==> src/rtl/ufr_pkg.sv <==
`default_nettype none

package ufr_pkg;

    // Frame checks.
    localparam logic [15:0] MIN_FRAME_LEN = 16'd114;
    localparam logic [7:0]  CMD_CODE      = 8'h11;
    localparam logic [7:0]  SUB_CODE      = 8'h2A;
    localparam logic [7:0]  RTN_OK        = 8'h00;
    localparam logic [16:0] SUM_MODULUS   = 17'h10000;
    localparam logic [15:0] COUNT_MAX     = 16'hFFFF;

    // Layout of a frame, the start character being byte 0.
    localparam logic [15:0] VALUE_BASE    = 16'd15;
    localparam logic [15:0] HEADER_FIRST  = 16'd1;
    localparam logic [15:0] HEADER_LAST   = 16'd8;
    localparam logic [15:0] SUM_FIRST     = 16'd5;
    localparam int          CHARS_PER_VAL = 8;

    localparam int VALUE_INDEX_W = 4;

    typedef enum logic [2:0] {
        ST_OK    = 3'd0,
        ST_SHORT = 3'd1,
        ST_CSUM  = 3'd2,
        ST_CMD   = 3'd3,
        ST_ADDR  = 3'd4,
        ST_SUB   = 3'd5,
        ST_RTN   = 3'd6
    } t_status;

    typedef enum logic [2:0] {
        CFG_START_CHAR = 3'd0,
        CFG_END_CHAR   = 3'd1,
        CFG_IDS_A      = 3'd2,
        CFG_IDS_B      = 3'd3,
        CFG_IDS_C      = 3'd4,
        CFG_IDS_D      = 3'd5
    } t_cfg_index;

    // Verdict of a closed frame, handed from the parser to the result buffer.
    typedef struct packed {
        t_status    status;
        logic [7:0] addr;
        logic       bank;
    } t_job;

    // Non-hex characters decode as zero; both letter cases are accepted.
    function automatic logic [3:0] hex_nibble(input logic [7:0] c);
        logic [3:0] n;
        n = 4'd0;
        if (c >= 8'h30 && c <= 8'h39) begin
            n = c[3:0];
        end else if ((c >= 8'h41 && c <= 8'h46) || (c >= 8'h61 && c <= 8'h66)) begin
            n = c[3:0] + 4'd9;
        end
        return n;
    endfunction

endpackage

`default_nettype wire

==> src/rtl/ufr_byte_if.sv <==
`default_nettype none

interface ufr_byte_if;
    logic       valid;
    logic       ready;
    logic [7:0] in_byte;

    modport source (output valid, output in_byte, input ready);
    modport sink   (input valid, input in_byte, output ready);
endinterface

`default_nettype wire

==> src/rtl/ufr_res_if.sv <==
`default_nettype none

interface ufr_res_if;
    logic        valid;
    logic        ready;
    logic [2:0]  status;
    logic [7:0]  device_address;
    logic [3:0]  value_index;
    logic [31:0] value_word;
    logic        last;

    modport source (output valid, output status, output device_address,
                    output value_index, output value_word, output last,
                    input ready);
    modport sink   (input valid, input status, input device_address,
                    input value_index, input value_word, input last,
                    output ready);
endinterface

`default_nettype wire

==> src/rtl/ups_ascii_frame_receiver_top.sv <==
// A result transaction leaves through the job register, the read stage and the output
// register after the end character is accepted; an accepted frame then streams VALUE_COUNT
// transactions, one a cycle when the sink is ready. Throughput: one byte a cycle; the end
// character of a frame waits only while the verdict of the previous frame is still reading
// its words out of the value memory. Reset is synchronous and active low; it restores the
// default configuration and leaves the receiver outside a frame with no result pending.
`default_nettype none

module ups_ascii_frame_receiver_top #(
    parameter int VALUE_COUNT = 11
) (
    input  wire logic        i_clk,
    input  wire logic        i_rst_n,
    input  wire logic        i_cfg_we,
    input  wire logic [2:0]  i_cfg_index,
    input  wire logic [63:0] i_cfg_data,
    ufr_byte_if.sink         i_byte,
    ufr_res_if.source        o_res
);

    localparam int IDX_W = (VALUE_COUNT > 1) ? $clog2(VALUE_COUNT) : 1;

    // Configuration registers. The four bitmaps together cover all 256 addresses.
    logic [7:0]       r_start_char;
    logic [7:0]       r_end_char;
    logic [3:0][63:0] r_ids;

    // Per-frame state. The running sum lags the input by four bytes, so the
    // checksum characters sitting in the tail window are never summed.
    logic        r_in_frame;
    logic [15:0] r_byte_count;
    logic [15:0] r_sum;
    logic [3:0][7:0] r_tail;
    logic [31:0] r_header;
    logic [31:0] r_acc;
    logic        r_wr_bank;

    logic        w_acc;
    logic [7:0]  w_b;
    logic        w_is_start;
    logic        w_is_end;
    logic        w_close_byte;
    logic        w_close;
    logic        w_open;
    logic        w_data;
    logic        w_job_busy;
    logic [3:0]  w_nib;
    logic [15:0] w_pos_off;
    logic        w_in_values;
    logic        w_wr_en;
    logic [31:0] w_wr_data;
    logic [15:0] w_got;
    logic [15:0] w_expect;
    logic [7:0]  w_cmd;
    logic [7:0]  w_addr;
    logic [7:0]  w_sub;
    logic [7:0]  w_rtn;
    logic        w_id_ok;
    ufr_pkg::t_status w_status;
    ufr_pkg::t_job    w_job;

    assign w_b        = i_byte.in_byte;
    assign w_is_start = (w_b == r_start_char);
    assign w_is_end   = (w_b == r_end_char);

    // The end character of a frame is held off while the previous verdict is
    // still being issued; every other byte goes straight in.
    assign w_close_byte  = r_in_frame && w_is_end;
    assign i_byte.ready  = !(w_close_byte && w_job_busy);
    assign w_acc         = i_byte.valid && i_byte.ready;

    // A byte equal to both delimiters closes an open frame rather than restarting it.
    assign w_close = w_acc && w_close_byte;
    assign w_open  = w_acc && w_is_start && !w_close_byte;
    assign w_data  = w_acc && r_in_frame && !w_is_end && !w_is_start;

    assign w_nib = ufr_pkg::hex_nibble(w_b);

    // Value k occupies eight characters starting at VALUE_BASE + 8k. Characters are
    // shifted into an accumulator and the word is written to memory on its last one.
    assign w_pos_off   = r_byte_count - ufr_pkg::VALUE_BASE;
    assign w_in_values = (r_byte_count >= ufr_pkg::VALUE_BASE)
                      && (w_pos_off < 16'(ufr_pkg::CHARS_PER_VAL * VALUE_COUNT));
    assign w_wr_data   = {r_acc[27:0], w_nib};
    assign w_wr_en     = w_data && w_in_values && (w_pos_off[2:0] == 3'd7);

    // Frame verdict, evaluated on the end character.
    assign w_got    = {ufr_pkg::hex_nibble(r_tail[0]), ufr_pkg::hex_nibble(r_tail[1]),
                       ufr_pkg::hex_nibble(r_tail[2]), ufr_pkg::hex_nibble(r_tail[3])};
    assign w_expect = 16'(ufr_pkg::SUM_MODULUS - {1'b0, r_sum});
    assign w_cmd    = r_header[31:24];
    assign w_addr   = r_header[23:16];
    assign w_sub    = r_header[15:8];
    assign w_rtn    = r_header[7:0];
    assign w_id_ok  = r_ids[w_addr[7:6]][w_addr[5:0]];

    // The checks are taken in priority order; the first one to fail names the status.
    always_comb begin
        if (r_byte_count < ufr_pkg::MIN_FRAME_LEN - 16'd1) begin
            w_status = ufr_pkg::ST_SHORT;
        end else if (w_expect != w_got) begin
            w_status = ufr_pkg::ST_CSUM;
        end else if (w_cmd != ufr_pkg::CMD_CODE) begin
            w_status = ufr_pkg::ST_CMD;
        end else if (!w_id_ok) begin
            w_status = ufr_pkg::ST_ADDR;
        end else if (w_sub != ufr_pkg::SUB_CODE) begin
            w_status = ufr_pkg::ST_SUB;
        end else if (w_rtn != ufr_pkg::RTN_OK) begin
            w_status = ufr_pkg::ST_RTN;
        end else begin
            w_status = ufr_pkg::ST_OK;
        end
    end

    always_comb begin
        w_job.status = w_status;
        w_job.addr   = (w_status == ufr_pkg::ST_SHORT) ? 8'd0 : w_addr;
        w_job.bank   = r_wr_bank;
    end

    // Configuration writes; indexes beyond the register list are ignored.
    always_ff @(posedge i_clk) begin
        if (!i_rst_n) begin
            r_start_char <= 8'h7E;
            r_end_char   <= 8'h0D;
            r_ids        <= '0;
        end else if (i_cfg_we) begin
            unique case (i_cfg_index)
                ufr_pkg::CFG_START_CHAR: r_start_char <= i_cfg_data[7:0];
                ufr_pkg::CFG_END_CHAR:   r_end_char   <= i_cfg_data[7:0];
                ufr_pkg::CFG_IDS_A:      r_ids[0]     <= i_cfg_data;
                ufr_pkg::CFG_IDS_B:      r_ids[1]     <= i_cfg_data;
                ufr_pkg::CFG_IDS_C:      r_ids[2]     <= i_cfg_data;
                ufr_pkg::CFG_IDS_D:      r_ids[3]     <= i_cfg_data;
                default: begin
                end
            endcase
        end
    end

    // Frame tracking. An accepted frame hands its memory bank to the reader and
    // the next frame fills the other bank.
    always_ff @(posedge i_clk) begin
        if (!i_rst_n) begin
            r_in_frame   <= 1'b0;
            r_byte_count <= '0;
            r_sum        <= '0;
            r_tail       <= '0;
            r_header     <= '0;
            r_wr_bank    <= 1'b0;
        end else if (w_open) begin
            r_in_frame   <= 1'b1;
            r_byte_count <= 16'd1;
            r_sum        <= '0;
            r_tail       <= '0;
            r_header     <= '0;
        end else if (w_close) begin
            r_in_frame <= 1'b0;
            if (w_status == ufr_pkg::ST_OK) begin
                r_wr_bank <= !r_wr_bank;
            end
        end else if (w_data) begin
            if (r_byte_count >= ufr_pkg::SUM_FIRST) begin
                r_sum <= r_sum + {8'd0, r_tail[0]};
            end
            r_tail <= {w_b, r_tail[3], r_tail[2], r_tail[1]};
            if (r_byte_count >= ufr_pkg::HEADER_FIRST && r_byte_count <= ufr_pkg::HEADER_LAST) begin
                r_header <= {r_header[27:0], w_nib};
            end
            if (r_byte_count != ufr_pkg::COUNT_MAX) begin
                r_byte_count <= r_byte_count + 16'd1;
            end
        end
    end

    always_ff @(posedge i_clk) begin
        if (w_data) begin
            r_acc <= w_wr_data;
        end
    end

    ufr_value_buf #(
        .VALUE_COUNT (VALUE_COUNT)
    ) u_value_buf (
        .i_clk       (i_clk),
        .i_rst_n     (i_rst_n),
        .i_wr_en     (w_wr_en),
        .i_wr_addr   ({r_wr_bank, w_pos_off[IDX_W+2:3]}),
        .i_wr_data   (w_wr_data),
        .i_job_valid (w_close),
        .i_job       (w_job),
        .o_job_busy  (w_job_busy),
        .o_res       (o_res)
    );

`ifndef SYNTH
    a_count_in_frame: assert property (@(posedge i_clk) disable iff (!i_rst_n)
        r_in_frame |-> (r_byte_count != 16'd0))
        else $error("open frame with zero byte count");

    a_close_when_free: assert property (@(posedge i_clk) disable iff (!i_rst_n)
        w_close |-> !w_job_busy)
        else $error("frame closed while previous verdict still busy");

    a_open_restarts: assert property (@(posedge i_clk) disable iff (!i_rst_n)
        w_open |=> (r_in_frame && r_byte_count == 16'd1))
        else $error("start character did not open a frame");
`endif

endmodule

`default_nettype wire

==> src/rtl/ufr_value_buf.sv <==
`default_nettype none

module ufr_value_buf #(
    parameter int  VALUE_COUNT = 11,
    localparam int IDX_W       = (VALUE_COUNT > 1) ? $clog2(VALUE_COUNT) : 1
) (
    input  wire logic            i_clk,
    input  wire logic            i_rst_n,
    input  wire logic            i_wr_en,
    input  wire logic [IDX_W:0]  i_wr_addr,
    input  wire logic [31:0]     i_wr_data,
    input  wire logic            i_job_valid,
    input  wire ufr_pkg::t_job   i_job,
    output logic                 o_job_busy,
    ufr_res_if.source            o_res
);

    localparam int DEPTH = 2 << IDX_W;

    // Two banks of decoded words: one being filled, one being read out.
    logic [31:0] r_mem [0:DEPTH-1];
    logic [31:0] r_rd_data;

    logic             r_job_valid;
    ufr_pkg::t_job    r_job;
    logic [IDX_W-1:0] r_idx;

    logic             r_s1_valid;
    ufr_pkg::t_status r_s1_status;
    logic [7:0]       r_s1_addr;
    logic [IDX_W-1:0] r_s1_idx;
    logic             r_s1_last;

    logic             r_out_valid;
    ufr_pkg::t_status r_out_status;
    logic [7:0]       r_out_addr;
    logic [IDX_W-1:0] r_out_idx;
    logic [31:0]      r_out_word;
    logic             r_out_last;

    logic w_job_ok;
    logic w_last_issue;
    logic w_out_free;
    logic w_s1_adv;
    logic w_issue;

    assign w_job_ok     = (r_job.status == ufr_pkg::ST_OK);
    assign w_last_issue = !w_job_ok || (r_idx == IDX_W'(VALUE_COUNT - 1));
    assign w_out_free   = !r_out_valid || o_res.ready;
    assign w_s1_adv     = r_s1_valid && w_out_free;
    assign w_issue      = r_job_valid && (!r_s1_valid || w_s1_adv);

    always_ff @(posedge i_clk) begin
        if (i_wr_en) begin
            r_mem[i_wr_addr] <= i_wr_data;
        end
        if (w_issue) begin
            r_rd_data <= r_mem[{r_job.bank, r_idx}];
        end
    end

    always_ff @(posedge i_clk) begin
        if (!i_rst_n) begin
            r_job_valid <= 1'b0;
            r_idx       <= '0;
        end else if (i_job_valid) begin
            r_job_valid <= 1'b1;
            r_idx       <= '0;
        end else if (w_issue) begin
            if (w_last_issue) begin
                r_job_valid <= 1'b0;
            end
            r_idx <= r_idx + 1'b1;
        end
    end

    always_ff @(posedge i_clk) begin
        if (i_job_valid) begin
            r_job <= i_job;
        end
    end

    always_ff @(posedge i_clk) begin
        if (!i_rst_n) begin
            r_s1_valid <= 1'b0;
        end else if (w_issue) begin
            r_s1_valid <= 1'b1;
        end else if (w_s1_adv) begin
            r_s1_valid <= 1'b0;
        end
    end

    always_ff @(posedge i_clk) begin
        if (w_issue) begin
            r_s1_status <= r_job.status;
            r_s1_addr   <= r_job.addr;
            r_s1_idx    <= w_job_ok ? r_idx : '0;
            r_s1_last   <= w_last_issue;
        end
    end

    always_ff @(posedge i_clk) begin
        if (!i_rst_n) begin
            r_out_valid <= 1'b0;
        end else if (w_s1_adv) begin
            r_out_valid <= 1'b1;
        end else if (o_res.ready) begin
            r_out_valid <= 1'b0;
        end
    end

    always_ff @(posedge i_clk) begin
        if (w_s1_adv) begin
            r_out_status <= r_s1_status;
            r_out_addr   <= r_s1_addr;
            r_out_idx    <= r_s1_idx;
            r_out_word   <= (r_s1_status == ufr_pkg::ST_OK) ? r_rd_data : 32'd0;
            r_out_last   <= r_s1_last;
        end
    end

    assign o_job_busy           = r_job_valid;
    assign o_res.valid          = r_out_valid;
    assign o_res.status         = r_out_status;
    assign o_res.device_address = r_out_addr;
    assign o_res.value_index    = ufr_pkg::VALUE_INDEX_W'(r_out_idx);
    assign o_res.value_word     = r_out_word;
    assign o_res.last           = r_out_last;

`ifndef SYNTH
    a_status_is_last: assert property (@(posedge i_clk) disable iff (!i_rst_n)
        (r_out_valid && r_out_status != ufr_pkg::ST_OK) |-> r_out_last)
        else $error("status transaction without last");

    a_job_not_overrun: assert property (@(posedge i_clk) disable iff (!i_rst_n)
        i_job_valid |-> !r_job_valid)
        else $error("new frame verdict while previous one is still being read out");

    a_issue_fills_stage: assert property (@(posedge i_clk) disable iff (!i_rst_n)
        w_issue |=> r_s1_valid)
        else $error("issued read lost");
`endif

endmodule

`default_nettype wire

==> src/flat_wrapper.sv <==
// flat-port wrapper written by rule: the top's interface ports become plain ports
module ups_ascii_frame_receiver_top_flat 
#(
    parameter int VALUE_COUNT = 11
)
  (i_clk, i_rst_n, i_cfg_we, i_cfg_index, i_cfg_data, i_byte_valid, i_byte_in_byte, i_byte_ready, o_res_valid, o_res_status, o_res_device_address, o_res_value_index, o_res_value_word, o_res_last, o_res_ready);
  ufr_byte_if i_byte_i ();
  ufr_res_if o_res_i ();
  input  wire logic i_clk;
  input  wire logic i_rst_n;
  input  wire logic i_cfg_we;
  input  wire logic [2:0] i_cfg_index;
  input  wire logic [63:0] i_cfg_data;
  input wire logic [$bits(i_byte_i.valid)-1:0] i_byte_valid;
  input wire logic [$bits(i_byte_i.in_byte)-1:0] i_byte_in_byte;
  output wire logic [$bits(i_byte_i.ready)-1:0] i_byte_ready;
  output wire logic [$bits(o_res_i.valid)-1:0] o_res_valid;
  output wire logic [$bits(o_res_i.status)-1:0] o_res_status;
  output wire logic [$bits(o_res_i.device_address)-1:0] o_res_device_address;
  output wire logic [$bits(o_res_i.value_index)-1:0] o_res_value_index;
  output wire logic [$bits(o_res_i.value_word)-1:0] o_res_value_word;
  output wire logic [$bits(o_res_i.last)-1:0] o_res_last;
  input wire logic [$bits(o_res_i.ready)-1:0] o_res_ready;
  assign i_byte_i.valid = i_byte_valid;
  assign i_byte_i.in_byte = i_byte_in_byte;
  assign i_byte_ready = i_byte_i.ready;
  assign o_res_valid = o_res_i.valid;
  assign o_res_status = o_res_i.status;
  assign o_res_device_address = o_res_i.device_address;
  assign o_res_value_index = o_res_i.value_index;
  assign o_res_value_word = o_res_i.value_word;
  assign o_res_last = o_res_i.last;
  assign o_res_i.ready = o_res_ready;
  ups_ascii_frame_receiver_top #(.VALUE_COUNT(VALUE_COUNT)) u_core (.i_clk(i_clk), .i_rst_n(i_rst_n), .i_cfg_we(i_cfg_we), .i_cfg_index(i_cfg_index), .i_cfg_data(i_cfg_data), .i_byte(i_byte_i), .o_res(o_res_i));
endmodule
==> config.mk <==
export PLATFORM = sky130hd
export DESIGN_NAME = ups_ascii_frame_receiver_top_flat
export DESIGN_NICKNAME = d
export VERILOG_FILES = /design/src/rtl/ufr_pkg.sv /design/src/rtl/ufr_byte_if.sv /design/src/rtl/ufr_res_if.sv /design/src/rtl/ups_ascii_frame_receiver_top.sv /design/src/rtl/ufr_value_buf.sv /design/src/flat_wrapper.sv
export SDC_FILE = /design/constraint.sdc
export NUM_CORES = 2
export LEC_CHECK = 0
export BUFFER_PORTS_ARGS = -buffer_cell sky130_fd_sc_hd__buf_2
export CAP_MARGIN = 20
export CORE_MARGIN = 4
export CORE_UTILIZATION = 30
export CTS_BUF_LIST = sky130_fd_sc_hd__clkbuf_8
export CTS_CLUSTER_SIZE = 25
export DETAILED_ROUTE_END_ITERATION = 6
export GPL_TIMING_DRIVEN = 0
export PLACE_DENSITY = 0.52
export SETUP_SLACK_MARGIN = 0.05
export SYNTH_ARGS = -nofsm -noshare
export SYNTH_HDL_FRONTEND = slang
export SYNTH_SLANG_ARGS = --single-unit
==> constraint.sdc <==
create_clock -name i_clk -period 7.4 [get_ports i_clk]
set_input_delay 0.37 -clock i_clk [delete_from_list [all_inputs] [get_ports i_clk]]
set_output_delay 0.37 -clock i_clk [all_outputs]
set_load 0.02 [all_outputs]
==> results.py <==
metrics = {
    "run_status": {
        "status": "finished clean",
    },
    "timing": {
        "tns_ns": 0,
        "drv_slew": 0,
        "fin_skew_ns": 0.0744,
        "rsz0062_at_grt": "no",
        "hold_viol_final": 0,
        "final-setup-viol-count": 0,
        "timing.final.crit_period_ns": 4.77,
        "tightest_slew_ns": 1.21,
        "slew_headroom_pct": 19.6,
        "clock.fmax_ghz": 0.210,
        "fin_crit_sh_pct": 64.4,
    },
    "job": {
        "maxCapViolCount": 0,
    },
    "setup_path": {
        "r2r_slack_ns": 2.63,
        "cp_max_fo": 10,
        "cp_data_arrival_time_ns": 5.65,
        "r2r_start": "u_core.r_header[17]",
        "crit_end": "u_core.r_wr_bank",
        "r2r_cells": 11,
        "worstSetupEndpointType": "register",
        "setup.worst_path.start": "u_core.r_header[17]",
        "r2r-end": "u_core.r_wr_bank",
        "cp.required_ns": 8.29,
        "start_kind": "register",
        "worst-setup-path-type": "reg -> reg",
    },
    "synthesis": {
        "netlist_area_um2": 60900,
        "synth_warnings": 0,
        "synth_edf_count": 1160,
        "syn_avg_cell_area_um2": 15.9,
        "ys.flop_type": "edfxtp_1",
        "synthArstFlopShare_pct": 0,
        "ys_seq_area_share_pct": 69.5,
        "synth_cells": 3823,
        "ys_ff_latch": 1537,
        "synth_cell_type_count": 74,
    },
    "placed_design": {
        "dpl-instance-area_um2": 67500,
        "dp_hpwl_mm": 111,
        "io_buffers": 125,
        "placed_cells": 7002,
        "routabilityCongestion": 0.817,
    },
    "floorplan": {
        "ios": 130,
        "initial_utilization_pct": 30.2,
        "dieArea_um2": 210000,
        "die_h_um": 459,
        "rows": 165,
        "die_x_um": 459,
        "core_um2": 202000,
    },
    "global_route": {
        "grt.total_usage_pct": 15.6,
        "antenna_found_initial": 23,
        "grt_pass1_wl_mm": 243,
        "grt_max_degree": 39,
        "grt_pass1_vias": 36300,
        "gr-total-overflow": 0,
    },
    "clocking": {
        "clk_pin_slew_ns": 0.06,
        "root_buffer": "clkbuf_8",
        "cts_tree": "done",
        "cts_setup_buffers": 0,
        "clock_path_buffers": 4,
        "cts-htree-levels": 5,
        "clkLatencyLatePin_ns": 0.98,
        "clkSinkCount": 1537,
        "numCtsBuffers": 280,
    },
    "pwr": {
        "p_per_area_nw_per_um2": 230,
        "irDropWorstVdd_v": 0.000178,
        "total_power_uw": 16900,
        "power_leakage_uw": 0.0237,
    },
    "worst_hold_path": {
        "hold_depth": 5,
        "hp-class": "in -> reg",
    },
    "finish": {
        "fin_cells": 7558,
        "syn2layout_area_growth_pct": 20.5,
        "final_area_um2": 73400,
        "drive_above_1_share_pct": 20.8,
        "nNetsFinal": 4821,
        "fillers": 19200,
        "multiInputGateArea_um2": 19000,
        "regArea_um2": 42400,
    },
    "detailed_routing": {
        "vias": 35800,
        "drc": 0,
        "dr.pass1.iters": 5,
        "drtAntennaViolNets": 0,
        "drtIter0Drc": 3176,
        "vias_per_cell": 4.73,
        "totalWireLength_mm": 165,
        "wl_per_cell_um": 21.8,
    },
}
routing by layer:
layer  vias up  global-route usage (%)  part of all wire, %
met3       328                    2.94                  5.4
met4         6                    4.69                  2.5
met5         -                       0                 0.12
met1     18300                    20.9                   43
met2      1080                    25.6                   48
li1      16100                       -                    -
synth_stat cells, types with 5 or more instances:
cell | instances | area, µm²
xnor2_1 | 51 | 447
nor3_1 | 19 | 95.1
nor4_1 | 9 | 56.3
or3_1 | 6 | 37.5
buf_1 | 28 | 105
mux2i_1 | 86 | 861
o32ai_1 | 7 | 61.3
mux4_2 | 380 | 8560
a211oi_1 | 12 | 90.1
dfxtp_1 | 377 | 7550
and3_1 | 7 | 43.8
mux2_2 | 35 | 394
nor2b_1 | 10 | 62.6
nor3b_1 | 7 | 52.6
nand2b_1 | 15 | 93.8
ha_1 | 36 | 450
a22oi_1 | 5 | 37.5
a21oi_1 | 313 | 1570
and2_1 | 45 | 282
inv_1 | 42 | 158
xor2_1 | 17 | 149
nor4b_1 | 8 | 70.1
clkbuf_1 | 178 | 668
nand4_1 | 17 | 106
or2_2 | 6 | 37.5
nor2_1 | 167 | 627
buf_2 | 16 | 80.1
nand2_1 | 618 | 2320
edfxtp_1 | 1160 | 34800
o21ai_0 | 26 | 130
nand3_1 | 36 | 180
a2111oi_0 | 5 | 43.8
registers in the layout (all words and copies together), names as in the netlist, 16 cells and up:
register	flops
u_core.r_byte_count	16
u_core.r_acc	28
u_core.u_value_buf.r_rd_data	32
u_core.r_tail	32
u_core.r_header	32
u_core.u_value_buf.r_mem	1024
u_core.r_sum	16
u_core.r_ids	256
u_core.u_value_buf.o_res.value_word	32
critical path: stages, from the launching register on:
cell,delay (ns)
dfxtp_1,0.32
clkbuf_1,0.63
clkbuf_1,0.65
buf_1,0.95
mux2i_1,0.37
o22a_1,0.29
nand4_1,0.11
a22oi_1,0.08
nor2_1,0.45
nand3_1,0.19
or4_1,0.49
a21oi_1,0.15
final cells by class:
type / count / area share, %
inverter: 44 / 0.225
sequential: 1537 / 57.7
antenna: 11 / 0.0375
clock buffer: 299 / 5.60
timing repair buffer: 280 / 3.88
tap: 2672 / 4.55
clock inverter: 154 / 1.01
multi-input combinational: 2338 / 25.8
buffer: 223 / 1.18
per-stage QoR:
step / worst slack, ns / hold slack, ns / util [%]
global route: 2.59 / 0.0768 / 36.3
detailed placement: 2.70 / 0.408 / 33.4
CTS: 2.71 / 0.0105 / 36.2
floorplan: 3.01 / 0.400 / -
global placement: -1.01 / 0.409 / 32.7
finish: 2.63 / 0.116 / 36.3
timing repair:
item	CTS	global route
hold endpoints to repair	286	0
hold buffers	77	0
resized for setup	0	0
kinds of logic after synthesis:
group	count (synthesis)	synth area share [%]
other cells	1	0.00615
compound gates	416	3.81
mux	501	16.1
flops	1537	69.5
fa+ha+maj	37	0.772
buf+inv	267	1.68
simple gates	995	7.07
xor+xnor	69	1.00
how the worst min path moves through the flow:
stage                                    start                                         end  slack, ns
3_5_place_dp   u_core.u_value_buf.r_s1_addr[4]  u_core.u_value_buf.o_res.device_address[4]       0.41
6_report                        i_cfg_index[1]                           u_core.r_ids[129]       0.12
3_3_place_gp   u_core.u_value_buf.r_s1_addr[1]  u_core.u_value_buf.o_res.device_address[1]       0.41
2_1_floorplan  u_core.u_value_buf.r_s1_addr[0]  u_core.u_value_buf.o_res.device_address[0]       0.40
4_1_cts                         i_cfg_index[1]                           u_core.r_ids[129]       0.01
5_1_grt                         i_cfg_index[1]                           u_core.r_ids[129]       0.08
power breakdown:
group	internal, µW	switching [µW]	total [µW]
logic	107	206	313
registers	9270	30.2	9300
clock network	3820	3440	7260
cells in the final DEF, fill, tap and decap left out, types with 27 or more instances in the layout:
cell type,count
and2_1,45
mux2i_1,85
dlygate4sd3_1,77
buf_2,143
clkinv_1,30
inv_1,136
xnor2_1,51
clkbuf_1,176
a21oi_1,312
clkbuf_8,299
ha_1,36
nor2_1,145
mux4_2,380
buf_12,27
dfxtp_1,377
nand3_1,36
buf_8,34
nand2_1,618
edfxtp_1,1160
mux2_2,35
conb_1,320
No activity file was read; power rests on OpenSTA's default activity.
